### config.mk
export PLATFORM = sky130hd
export DESIGN_NAME = encoder_period_wheel_odometry
export DESIGN_NICKNAME = d
export VERILOG_FILES = /design/src/sv/epwo_pkg.sv /design/src/sv/epwo_ctrl.sv /design/src/sv/epwo_dp.sv /design/src/sv/encoder_period_wheel_odometry.sv
export SDC_FILE = /design/constraint.sdc
export NUM_CORES = 1
export LEC_CHECK = 0
export BUFFER_PORTS_ARGS = -buffer_cell sky130_fd_sc_hd__buf_2
export CAP_MARGIN = 20
export CORE_AREA = 2 2 171 340
export CTS_BUF_LIST = sky130_fd_sc_hd__clkbuf_8
export CTS_CLUSTER_SIZE = 14
export DETAILED_ROUTE_END_ITERATION = 8
export DIE_AREA = 0 0 173 342
export HOLD_SLACK_MARGIN = 0.15
export PLACE_DENSITY = 0.67
export REMOVE_ABC_BUFFERS = 1
export SYNTH_ARGS = -nofsm -noshare
export SYNTH_HDL_FRONTEND = slang
export SYNTH_SLANG_ARGS = --single-unit
### constraint.sdc
create_clock -name clk_i -period 13.5 [get_ports clk_i]
set_clock_uncertainty 0.2 [all_clocks]
set_input_delay 1.35 -clock clk_i [delete_from_list [all_inputs] [get_ports clk_i]]
set_output_delay 1.35 -clock clk_i [all_outputs]
set_load 0.02 [all_outputs]
### src/sv/epwo_pkg.sv
// ----------------------------------------------------------------------------
// epwo_pkg
// Shared types, constants and the divider step for the wheel odometry block.
// ----------------------------------------------------------------------------
package epwo_pkg;

  // Field widths fixed by the item formats
  localparam int unsigned EdgeTimeW = 48;
  localparam int unsigned SpeedW    = 16;
  localparam int unsigned TickW     = 16;
  localparam int unsigned BaseW     = 12;
  localparam int unsigned CfgDataW  = 16;
  localparam int unsigned CfgIdxW   = 1;

  // Divider: 26-bit dividend covers 65535 * 1000, two quotient bits per cycle
  localparam int unsigned NumW      = 26;
  localparam int unsigned DivSteps  = NumW / 2;
  localparam int unsigned DivCntW   = $clog2(DivSteps);
  localparam int unsigned ScaleK    = 1000;

  localparam logic [SpeedW-1:0] SpeedMax = {SpeedW{1'b1}};
  localparam logic [SpeedW-1:0] RateMax  = 16'h7FFF;
  localparam logic [SpeedW-1:0] RateMin  = 16'h8000;

  // Configuration register indexes
  typedef enum logic [CfgIdxW-1:0] {
    REG_TICK_DIST  = 1'b0,
    REG_WHEEL_BASE = 1'b1
  } cfg_reg_e;

  // Controller states
  typedef enum logic [2:0] {
    S_IDLE,
    S_SPD_LD,
    S_SPD_DIV,
    S_SPD_WB,
    S_ANG_LD,
    S_ANG_DIV,
    S_ANG_WB,
    S_OUT
  } ctrl_state_e;

  typedef struct packed {
    logic                 cmd;
    logic [EdgeTimeW-1:0] edge_time_us;
  } in_item_t;

  typedef struct packed {
    logic        [SpeedW-1:0]    left_speed_mm_s;
    logic        [SpeedW-1:0]    right_speed_mm_s;
    logic        [SpeedW-1:0]    mean_speed_mm_s;
    logic signed [SpeedW-1:0]    angular_rate_mrad_s;
    logic        [EdgeTimeW-1:0] sample_time_us;
  } out_item_t;

  // Controller to datapath
  typedef struct packed {
    logic load_item;
    logic spd_load;
    logic div_step;
    logic spd_wb;
    logic ang_load;
    logic ang_wb;
    logic out_load;
  } dp_cmd_t;

  // Datapath to controller
  typedef struct packed {
    logic div_last;
    logic out_free;
  } dp_stat_t;

  typedef struct packed {
    logic [NumW-1:0] rem;
    logic [NumW-1:0] quo;
  } div_pair_t;

  // One restoring division step: shifts one dividend bit in, one quotient bit out
  function automatic div_pair_t div_step(input logic [NumW-1:0] rem,
                                         input logic [NumW-1:0] quo,
                                         input logic [NumW-1:0] den);
    logic [NumW:0] trial;
    div_pair_t     res;
    trial = {rem, quo[NumW-1]};
    res.quo = {quo[NumW-2:0], 1'b0};
    if (trial >= {1'b0, den}) begin
      trial = trial - {1'b0, den};
      res.quo[0] = 1'b1;
    end
    res.rem = trial[NumW-1:0];
    return res;
  endfunction

endpackage

### src/sv/epwo_ctrl.sv
// ----------------------------------------------------------------------------
// epwo_ctrl
// Sequencer: speed division, angular-rate division, then result hand-off.
// ----------------------------------------------------------------------------
module epwo_ctrl (
  input  logic                clk_i,
  input  logic                rst_ni,
  input  logic                in_valid_i,
  output logic                in_stall_o,
  input  epwo_pkg::dp_stat_t  stat_i,
  output epwo_pkg::dp_cmd_t   cmd_o
);

  epwo_pkg::ctrl_state_e state_q, state_d;

  // State register
  always_ff @(posedge clk_i or negedge rst_ni) begin
    if (!rst_ni) begin
      state_q <= epwo_pkg::S_IDLE;
    end else begin
      state_q <= state_d;
    end
  end

  // Next state and commands
  always_comb begin
    state_d    = state_q;
    cmd_o      = '0;
    in_stall_o = 1'b1;
    unique case (state_q)
      epwo_pkg::S_IDLE: begin
        in_stall_o = 1'b0;
        if (in_valid_i) begin
          cmd_o.load_item = 1'b1;
          state_d = epwo_pkg::S_SPD_LD;
        end
      end
      epwo_pkg::S_SPD_LD: begin
        cmd_o.spd_load = 1'b1;
        state_d = epwo_pkg::S_SPD_DIV;
      end
      epwo_pkg::S_SPD_DIV: begin
        cmd_o.div_step = 1'b1;
        if (stat_i.div_last) state_d = epwo_pkg::S_SPD_WB;
      end
      epwo_pkg::S_SPD_WB: begin
        cmd_o.spd_wb = 1'b1;
        state_d = epwo_pkg::S_ANG_LD;
      end
      epwo_pkg::S_ANG_LD: begin
        cmd_o.ang_load = 1'b1;
        state_d = epwo_pkg::S_ANG_DIV;
      end
      epwo_pkg::S_ANG_DIV: begin
        cmd_o.div_step = 1'b1;
        if (stat_i.div_last) state_d = epwo_pkg::S_ANG_WB;
      end
      epwo_pkg::S_ANG_WB: begin
        cmd_o.ang_wb = 1'b1;
        state_d = epwo_pkg::S_OUT;
      end
      epwo_pkg::S_OUT: begin
        // wait for the output register to free up
        if (stat_i.out_free) begin
          cmd_o.out_load = 1'b1;
          state_d = epwo_pkg::S_IDLE;
        end
      end
      default: state_d = epwo_pkg::S_IDLE;
    endcase
  end

  // Assertions
  a_accept_starts: assert property (@(posedge clk_i) disable iff (!rst_ni)
    (state_q == epwo_pkg::S_IDLE && in_valid_i) |=> state_q == epwo_pkg::S_SPD_LD)
    else $error("accepted beat did not start the speed division");

  a_div_holds: assert property (@(posedge clk_i) disable iff (!rst_ni)
    (state_q == epwo_pkg::S_SPD_DIV && !stat_i.div_last) |=>
      state_q == epwo_pkg::S_SPD_DIV)
    else $error("speed division left early");

  a_out_waits: assert property (@(posedge clk_i) disable iff (!rst_ni)
    (state_q == epwo_pkg::S_OUT && !stat_i.out_free) |=> state_q == epwo_pkg::S_OUT)
    else $error("result dropped while output register busy");

endmodule

### src/sv/epwo_dp.sv
// ----------------------------------------------------------------------------
// epwo_dp
// Datapath: edge times, wheel speeds, shared multiplier and radix-4 divider,
// configuration registers and the output register.
// ----------------------------------------------------------------------------
module epwo_dp #(
  parameter int unsigned TIME_BITS = 48
) (
  input  logic                                clk_i,
  input  logic                                rst_ni,
  input  logic                                cfg_we_i,
  input  logic [epwo_pkg::CfgIdxW-1:0]        cfg_idx_i,
  input  logic [epwo_pkg::CfgDataW-1:0]       cfg_wdata_i,
  input  epwo_pkg::in_item_t                  in_data_i,
  input  logic                                out_stall_i,
  output logic                                out_valid_o,
  output epwo_pkg::out_item_t                 out_data_o,
  input  epwo_pkg::dp_cmd_t                   cmd_i,
  output epwo_pkg::dp_stat_t                  stat_o
);

  localparam int unsigned NumW   = epwo_pkg::NumW;
  localparam int unsigned SpeedW = epwo_pkg::SpeedW;

  logic [epwo_pkg::TickW-1:0] tick_q;
  logic [epwo_pkg::BaseW-1:0] base_q;

  logic [TIME_BITS-1:0] left_time_q, right_time_q;
  logic [TIME_BITS-1:0] now_q, period_q, now_in;
  logic                 sel_q;
  logic [SpeedW-1:0]    left_q, right_q, rate_q;

  logic [NumW-1:0]              rem_q, quo_q, den_q;
  logic [epwo_pkg::DivCntW-1:0] cnt_q;
  epwo_pkg::div_pair_t          step1, step2;

  logic [SpeedW-1:0] mul_a, diff_mag, speed_new, rate_new;
  logic [NumW-1:0]   product;
  logic              neg;
  logic [SpeedW:0]   sum;

  logic                 out_valid_q;
  epwo_pkg::out_item_t  out_q;

  // Configuration registers
  always_ff @(posedge clk_i or negedge rst_ni) begin
    if (!rst_ni) begin
      tick_q <= 16'd8830;
      base_q <= 12'd100;
    end else if (cfg_we_i) begin
      unique case (epwo_pkg::cfg_reg_e'(cfg_idx_i))
        epwo_pkg::REG_TICK_DIST:  tick_q <= cfg_wdata_i[epwo_pkg::TickW-1:0];
        epwo_pkg::REG_WHEEL_BASE: base_q <= cfg_wdata_i[epwo_pkg::BaseW-1:0];
        default: ;
      endcase
    end
  end

  // Per-wheel edge time and period
  assign now_in = TIME_BITS'(in_data_i.edge_time_us);

  always_ff @(posedge clk_i or negedge rst_ni) begin
    if (!rst_ni) begin
      left_time_q  <= '0;
      right_time_q <= '0;
    end else if (cmd_i.load_item) begin
      if (in_data_i.cmd) right_time_q <= now_in;
      else               left_time_q  <= now_in;
    end
  end

  always_ff @(posedge clk_i) begin
    if (cmd_i.load_item) begin
      sel_q    <= in_data_i.cmd;
      now_q    <= now_in;
      period_q <= now_in - (in_data_i.cmd ? right_time_q : left_time_q);
    end
  end

  // Speed difference magnitude and sign
  assign neg      = left_q > right_q;
  assign diff_mag = neg ? (left_q - right_q) : (right_q - left_q);

  // Shared constant multiplier: operand * 1000
  assign mul_a   = cmd_i.ang_load ? diff_mag : tick_q;
  assign product = NumW'(mul_a) * NumW'(epwo_pkg::ScaleK);

  // Radix-4 restoring divider: two quotient bits per cycle
  assign step1 = epwo_pkg::div_step(rem_q, quo_q, den_q);
  assign step2 = epwo_pkg::div_step(step1.rem, step1.quo, den_q);

  always_ff @(posedge clk_i) begin
    if (cmd_i.spd_load || cmd_i.ang_load) begin
      quo_q <= product;
      rem_q <= '0;
      cnt_q <= '0;
      den_q <= cmd_i.ang_load ? NumW'(base_q) : period_q[NumW-1:0];
    end else if (cmd_i.div_step) begin
      quo_q <= step2.quo;
      rem_q <= step2.rem;
      cnt_q <= cnt_q + 1'b1;
    end
  end

  assign stat_o.div_last = cnt_q == epwo_pkg::DivCntW'(epwo_pkg::DivSteps - 1);

  // Speed saturation: zero period, long period, or quotient overflow
  always_comb begin
    if (period_q == '0) begin
      speed_new = epwo_pkg::SpeedMax;
    end else if (|period_q[TIME_BITS-1:NumW]) begin
      speed_new = '0;
    end else if (|quo_q[NumW-1:SpeedW]) begin
      speed_new = epwo_pkg::SpeedMax;
    end else begin
      speed_new = quo_q[SpeedW-1:0];
    end
  end

  always_ff @(posedge clk_i or negedge rst_ni) begin
    if (!rst_ni) begin
      left_q  <= '0;
      right_q <= '0;
    end else if (cmd_i.spd_wb) begin
      if (sel_q) right_q <= speed_new;
      else       left_q  <= speed_new;
    end
  end

  // Angular rate: sign, saturation and the zero-base case
  always_comb begin
    if (diff_mag == '0) begin
      rate_new = '0;
    end else if (base_q == '0) begin
      rate_new = neg ? epwo_pkg::RateMin : epwo_pkg::RateMax;
    end else if (neg) begin
      rate_new = (|quo_q[NumW-1:SpeedW-1]) ? epwo_pkg::RateMin : -quo_q[SpeedW-1:0];
    end else begin
      rate_new = (|quo_q[NumW-1:SpeedW-1]) ? epwo_pkg::RateMax : quo_q[SpeedW-1:0];
    end
  end

  always_ff @(posedge clk_i) begin
    if (cmd_i.ang_wb) rate_q <= rate_new;
  end

  // Output register
  assign sum = {1'b0, left_q} + {1'b0, right_q};

  always_ff @(posedge clk_i or negedge rst_ni) begin
    if (!rst_ni) begin
      out_valid_q <= 1'b0;
    end else if (cmd_i.out_load) begin
      out_valid_q <= 1'b1;
    end else if (!out_stall_i) begin
      out_valid_q <= 1'b0;
    end
  end

  always_ff @(posedge clk_i) begin
    if (cmd_i.out_load) begin
      out_q.left_speed_mm_s     <= left_q;
      out_q.right_speed_mm_s    <= right_q;
      out_q.mean_speed_mm_s     <= sum[SpeedW:1];
      out_q.angular_rate_mrad_s <= rate_q;
      out_q.sample_time_us      <= epwo_pkg::EdgeTimeW'(now_q);
    end
  end

  assign stat_o.out_free = !out_valid_q || !out_stall_i;
  assign out_valid_o     = out_valid_q;
  assign out_data_o      = out_q;

  // Assertions
  a_mean_match: assert property (@(posedge clk_i) disable iff (!rst_ni)
    out_valid_q |-> out_q.mean_speed_mm_s ==
      SpeedW'(({1'b0, out_q.left_speed_mm_s} + {1'b0, out_q.right_speed_mm_s}) >> 1))
    else $error("mean speed does not match wheel speeds");

  a_zero_period_sat: assert property (@(posedge clk_i) disable iff (!rst_ni)
    (cmd_i.spd_wb && period_q == '0) |=>
      (sel_q ? right_q : left_q) == epwo_pkg::SpeedMax)
    else $error("zero period did not saturate speed");

  a_cnt_range: assert property (@(posedge clk_i) disable iff (!rst_ni)
    (cmd_i.div_step && stat_o.div_last) |-> !$past(cmd_i.div_step && stat_o.div_last))
    else $error("divider ran past its last step");

endmodule

### src/sv/encoder_period_wheel_odometry.sv
// ----------------------------------------------------------------------------
// encoder_period_wheel_odometry
// Differential-drive odometry from per-wheel encoder edge periods.
// ----------------------------------------------------------------------------
// One edge at a time: in_stall_o stays high from acceptance until the result
//   is loaded into a free output register, after the speed division and then
//   the angular-rate division on the shared radix-4 divider.
// The output register holds a result while the next edge is taken.
// Reset clears edge times and speeds to zero, tick distance to 8830 um
//   and wheel base to 100 mm.
module encoder_period_wheel_odometry #(
  parameter int unsigned TIME_BITS = 48
) (
  input  logic                           clk_i,
  input  logic                           rst_ni,
  input  logic                           cfg_we_i,
  input  logic [epwo_pkg::CfgIdxW-1:0]   cfg_idx_i,
  input  logic [epwo_pkg::CfgDataW-1:0]  cfg_wdata_i,
  input  logic                           in_valid_i,
  output logic                           in_stall_o,
  input  epwo_pkg::in_item_t             in_data_i,
  output logic                           out_valid_o,
  input  logic                           out_stall_i,
  output epwo_pkg::out_item_t            out_data_o
);

  epwo_pkg::dp_cmd_t  cmd;
  epwo_pkg::dp_stat_t stat;

  // Sequencer
  epwo_ctrl u_ctrl (
    .clk_i      (clk_i),
    .rst_ni     (rst_ni),
    .in_valid_i (in_valid_i),
    .in_stall_o (in_stall_o),
    .stat_i     (stat),
    .cmd_o      (cmd)
  );

  // Arithmetic and storage
  epwo_dp #(
    .TIME_BITS (TIME_BITS)
  ) u_dp (
    .clk_i       (clk_i),
    .rst_ni      (rst_ni),
    .cfg_we_i    (cfg_we_i),
    .cfg_idx_i   (cfg_idx_i),
    .cfg_wdata_i (cfg_wdata_i),
    .in_data_i   (in_data_i),
    .out_stall_i (out_stall_i),
    .out_valid_o (out_valid_o),
    .out_data_o  (out_data_o),
    .cmd_i       (cmd),
    .stat_o      (stat)
  );

endmodule

==> impl_metrics.toml <==
[outcome]
outcome = "finished, final reports clean"

[worst_setup_path]
worst_path_most_repeated_cell = "sky130_fd_sc_hd__inv_1"
worstReg2RegStart = "u_dp.left_q[0]"
worstSetupStartpointType = "flop"
reg_to_reg_slack_setup_ps = 5230
worstPathMaxFanout = 16
timing.critical_path.to_type = "flop"
max_stage_delay_ps = 560
worst-r2r-cell-count = 29
timing.critical_path.arrival_ps = 8430
crit_required_ps = 13670
worst_setup_path_startpoint = "u_dp.left_q[0]"
timing_worst_setup_path_type = "reg2reg"
slowest_library_cell_on_the_worst_path = "sky130_fd_sc_hd__fa_1"
end_of_the_worst_register_to_register_path = "u_dp.quo_q[23]"

[die]
dieHeight_um = 342
placement_rows = 124
io_pins = 185
initial_utilization = 0.4926
die-area_um2 = 59170
placeableCoreArea_um2 = 56780
chipWidth_um = 173

[global_route]
vias_in_the_first_global_route = 19930
global_route_wire_length_before_repair_um = 106800
antenna_violations_before_repair = 7
groute.usage.overall = 0.2273
gr-total-overflow = 0
grt_max_degree = 66

[yosys]
synthDominantAreaCellType = "sky130_fd_sc_hd__edfxtp_1"
yosys-top-cells-area = "sky130_fd_sc_hd__edfxtp_1 29%, sky130_fd_sc_hd__dfrtp_1 13%, sky130_fd_sc_hd__ha_1 9.0%"
avgSynthCellArea_um2 = 10.83
ffs_latches_synth = 467
post_synth_instance_area_um2 = 27970
synth_cells = 2582
synth-edff-count = 274
top_flip_flop_cell_by_instance_count_after_synthesis = "sky130_fd_sc_hd__edfxtp_1"
synth_top_cell_area_share = 0.2942
synth-seq-area-share = 0.4614
yosysWarnings = 0
synth.distinct_cells = 83
fraction_of_registers_with_async_set_reset = 0.3426

[timing]
max_freq_ghz = 0.1210
period_share = 0.6123
slew_at_the_pin_closest_to_its_max_slew_limit_ps = 1077
report.final.hold_viol_count = 0
max-slew-margin-rel = 0.2803
post-route-min-period_ps = 8266
fin_tns_setup_ps = 0
drv_slew = 0
setup_viol = 0
rsz0062_at_grt = "no"

[drt]
detailroute.via_count = 20040
detail_route.vias_per_cell = 5.605
first_iter_violations = 1273
drt-total-wl_um = 67210
drtAntennaViolNets = 0
avgRoutedWirePerCell_um = 18.80
drc_errors = 0
number_of_iterations_in_the_first_detailed_routing_pass = 5

[placed_design]
finalWeightedCongestion = 0.9021
place_hpwl_um = 49880
port_buffers = 184

[cts]
post_cts_hold_buffer_count = 0
cts_max_level = 3
tritoncts_clock_tree = "yes"
worst_setup_hold_path_clk_slew_ps = 70
post_cts.repair.setup_buffers = 0
clk_path_buf_depth = 3
clock-root-buffer = "sky130_fd_sc_hd__clkbuf_8"
clk-insertion-delay-late_ps = 660
post_cts.resized_instances = 0
clkSinkCount = 467
numCtsBuffers = 70

[hold_path]
worst_hold_startpoint = "u_dp.now_q[9]"
hold_path_class = "reg2reg"
number_of_cells_on_the_worst_hold_path = 0
min_to = "u_dp.out_data_o[9]"

[final_layout]
areaGrowthSynthToFinish_pct = 11.25
finalNetCount = 3084
layout-drive-gt1-share = 0.1736

[flow_run]
count_of_maximum_capacitance_violations = 0
-- state kept, by name, indices dropped and copies added, names as in the netlist, 3 cells and up --
signal	cells
u_ctrl.state_q	3
u_dp.base_q	12
u_dp.cnt_q	4
u_dp.den_q	26
u_dp.left_q	16
u_dp.left_time_q	48
u_dp.now_q	48
u_dp.out_data_o	112
u_dp.period_q	48
u_dp.quo_q	26
u_dp.rate_q	16
u_dp.rem_q	26
u_dp.right_q	16
u_dp.right_time_q	48
u_dp.tick_q	16
-- placed cells by master, fill, tap and decap left out, types with 8 or more instances in the layout --
cell type,count
sky130_fd_sc_hd__dfrtp_1,149
sky130_fd_sc_hd__a22o_1,8
sky130_fd_sc_hd__o21ai_0,178
sky130_fd_sc_hd__ha_1,202
sky130_fd_sc_hd__nor2b_1,19
sky130_fd_sc_hd__nand4_1,29
sky130_fd_sc_hd__xnor2_1,104
sky130_fd_sc_hd__nor2_1,117
sky130_fd_sc_hd__o21bai_1,25
sky130_fd_sc_hd__clkinv_1,9
sky130_fd_sc_hd__or3_1,17
sky130_fd_sc_hd__inv_1,217
sky130_fd_sc_hd__fa_1,51
sky130_fd_sc_hd__clkbuf_8,75
sky130_fd_sc_hd__nand3_1,25
sky130_fd_sc_hd__nor3b_1,11
sky130_fd_sc_hd__a31oi_1,11
sky130_fd_sc_hd__nor4_1,22
sky130_fd_sc_hd__a21oi_1,190
sky130_fd_sc_hd__clkinv_2,12
sky130_fd_sc_hd__edfxtp_1,274
sky130_fd_sc_hd__nand2_1,204
sky130_fd_sc_hd__o31ai_1,11
sky130_fd_sc_hd__and2_1,25
sky130_fd_sc_hd__o21a_1,30
sky130_fd_sc_hd__mux2_2,137
sky130_fd_sc_hd__buf_4,20
sky130_fd_sc_hd__buf_2,182
sky130_fd_sc_hd__dfstp_2,11
sky130_fd_sc_hd__xor2_1,40
sky130_fd_sc_hd__nor3_1,29
sky130_fd_sc_hd__mux2i_1,85
sky130_fd_sc_hd__and3_1,13
sky130_fd_sc_hd__nand2b_1,20
sky130_fd_sc_hd__a21o_1,71
sky130_fd_sc_hd__a211oi_1,33
sky130_fd_sc_hd__dfxtp_1,33
-- critical path, delay by kind of cell, from the launching register on --
kind	cells	cell delay (ps)
compound gates	12	2800
fa+ha+maj	7	2780
simple gates	1	230
mux	2	730
xor+xnor	2	360
buf+inv	5	450
flops	1	430
-- routing by layer --
layer  global-route usage  vias to the layer above  wire length (µm)
met5                    0                        -                57
met4              0.08245                       10              2045
met3              0.04350                      119              3891
met2               0.3788                      570             32170
met1               0.2956                     9683             29050
li1                     -                     9655                 -
-- cells by family (layout without fill, tap and decap cells) --
logic type,count (synthesis),in the layout,share of synthesized area
xor gates and xnor gates,144,144,0.04509
muxes,222,222,0.08558
AOI/OAI and AO/OA,633,633,0.1410
adders and majority gates,254,254,0.1272
other,0,2,0
buffers and inverters,300,535,0.04178
DFF,467,467,0.4614
and+or+nand+nor,562,562,0.09788
-- area by class of cell --
cell class                      instances  area [µm²]
Clock buffer                           75        1032
Inverter                              201       754.5
Antenna cell                            2       5.005
Clock inverter                         54       440.4
Sequential cell                       467       12910
Timing Repair Buffer                  205        1092
Fill cell                            5051       25670
Tap cell                              756       945.9
Multi-Input combinational cell       1815       13940
-- metrics by stage --
| step | instances | hold WS, ps | cell area (µm²) | utilization | setup WS [ps] |
|---|---|---|---|---|---|
| floorplan | 2483 | 200.3 | 27560 | - | 5910 |
| global route | 3574 | 213.8 | 31110 | 0.5479 | 4616 |
| finish | 3575 | 199.8 | 31110 | 0.5479 | 5234 |
| global placement | 3442 | 201.1 | 29620 | 0.5216 | 5533 |
| detailed placement | 3442 | 205.2 | 29620 | 0.5216 | 5359 |
| CTS | 3571 | 210.4 | 31090 | 0.5475 | 5298 |
-- how the worst max path moves through the flow --
| stage | slack, ps | cells past startpoint | endpoint |
|---|---|---|---|
| after floorplan | 5910 | 1 | u_dp.out_data_o[0] |
| after global placement | 5530 | 29 | u_dp.quo_q[23] |
| after detailed placement | 5360 | 29 | u_dp.quo_q[23] |
| after CTS | 5300 | 27 | u_dp.quo_q[23] |
| after global routing | 4620 | 27 | u_dp.quo_q[23] |
| final | 5230 | 29 | u_dp.quo_q[23] |
-- synthesized netlist by cell type, types with 40 or more instances --
cell                       number
sky130_fd_sc_hd__a21o_1        71
sky130_fd_sc_hd__a21oi_1      192
sky130_fd_sc_hd__clkbuf_1      74
sky130_fd_sc_hd__dfrtp_1      149
sky130_fd_sc_hd__edfxtp_1     274
sky130_fd_sc_hd__fa_1          51
sky130_fd_sc_hd__ha_1         202
sky130_fd_sc_hd__inv_1        200
sky130_fd_sc_hd__mux2_2       137
sky130_fd_sc_hd__mux2i_1       85
sky130_fd_sc_hd__nand2_1      205
sky130_fd_sc_hd__nor2_1       118
sky130_fd_sc_hd__o21ai_0      178
sky130_fd_sc_hd__xnor2_1      104
sky130_fd_sc_hd__xor2_1        40
Power is left out: the tool's default activity adds up to more than one toggle a clock period on the data nets, which glitch-free logic cannot reach.
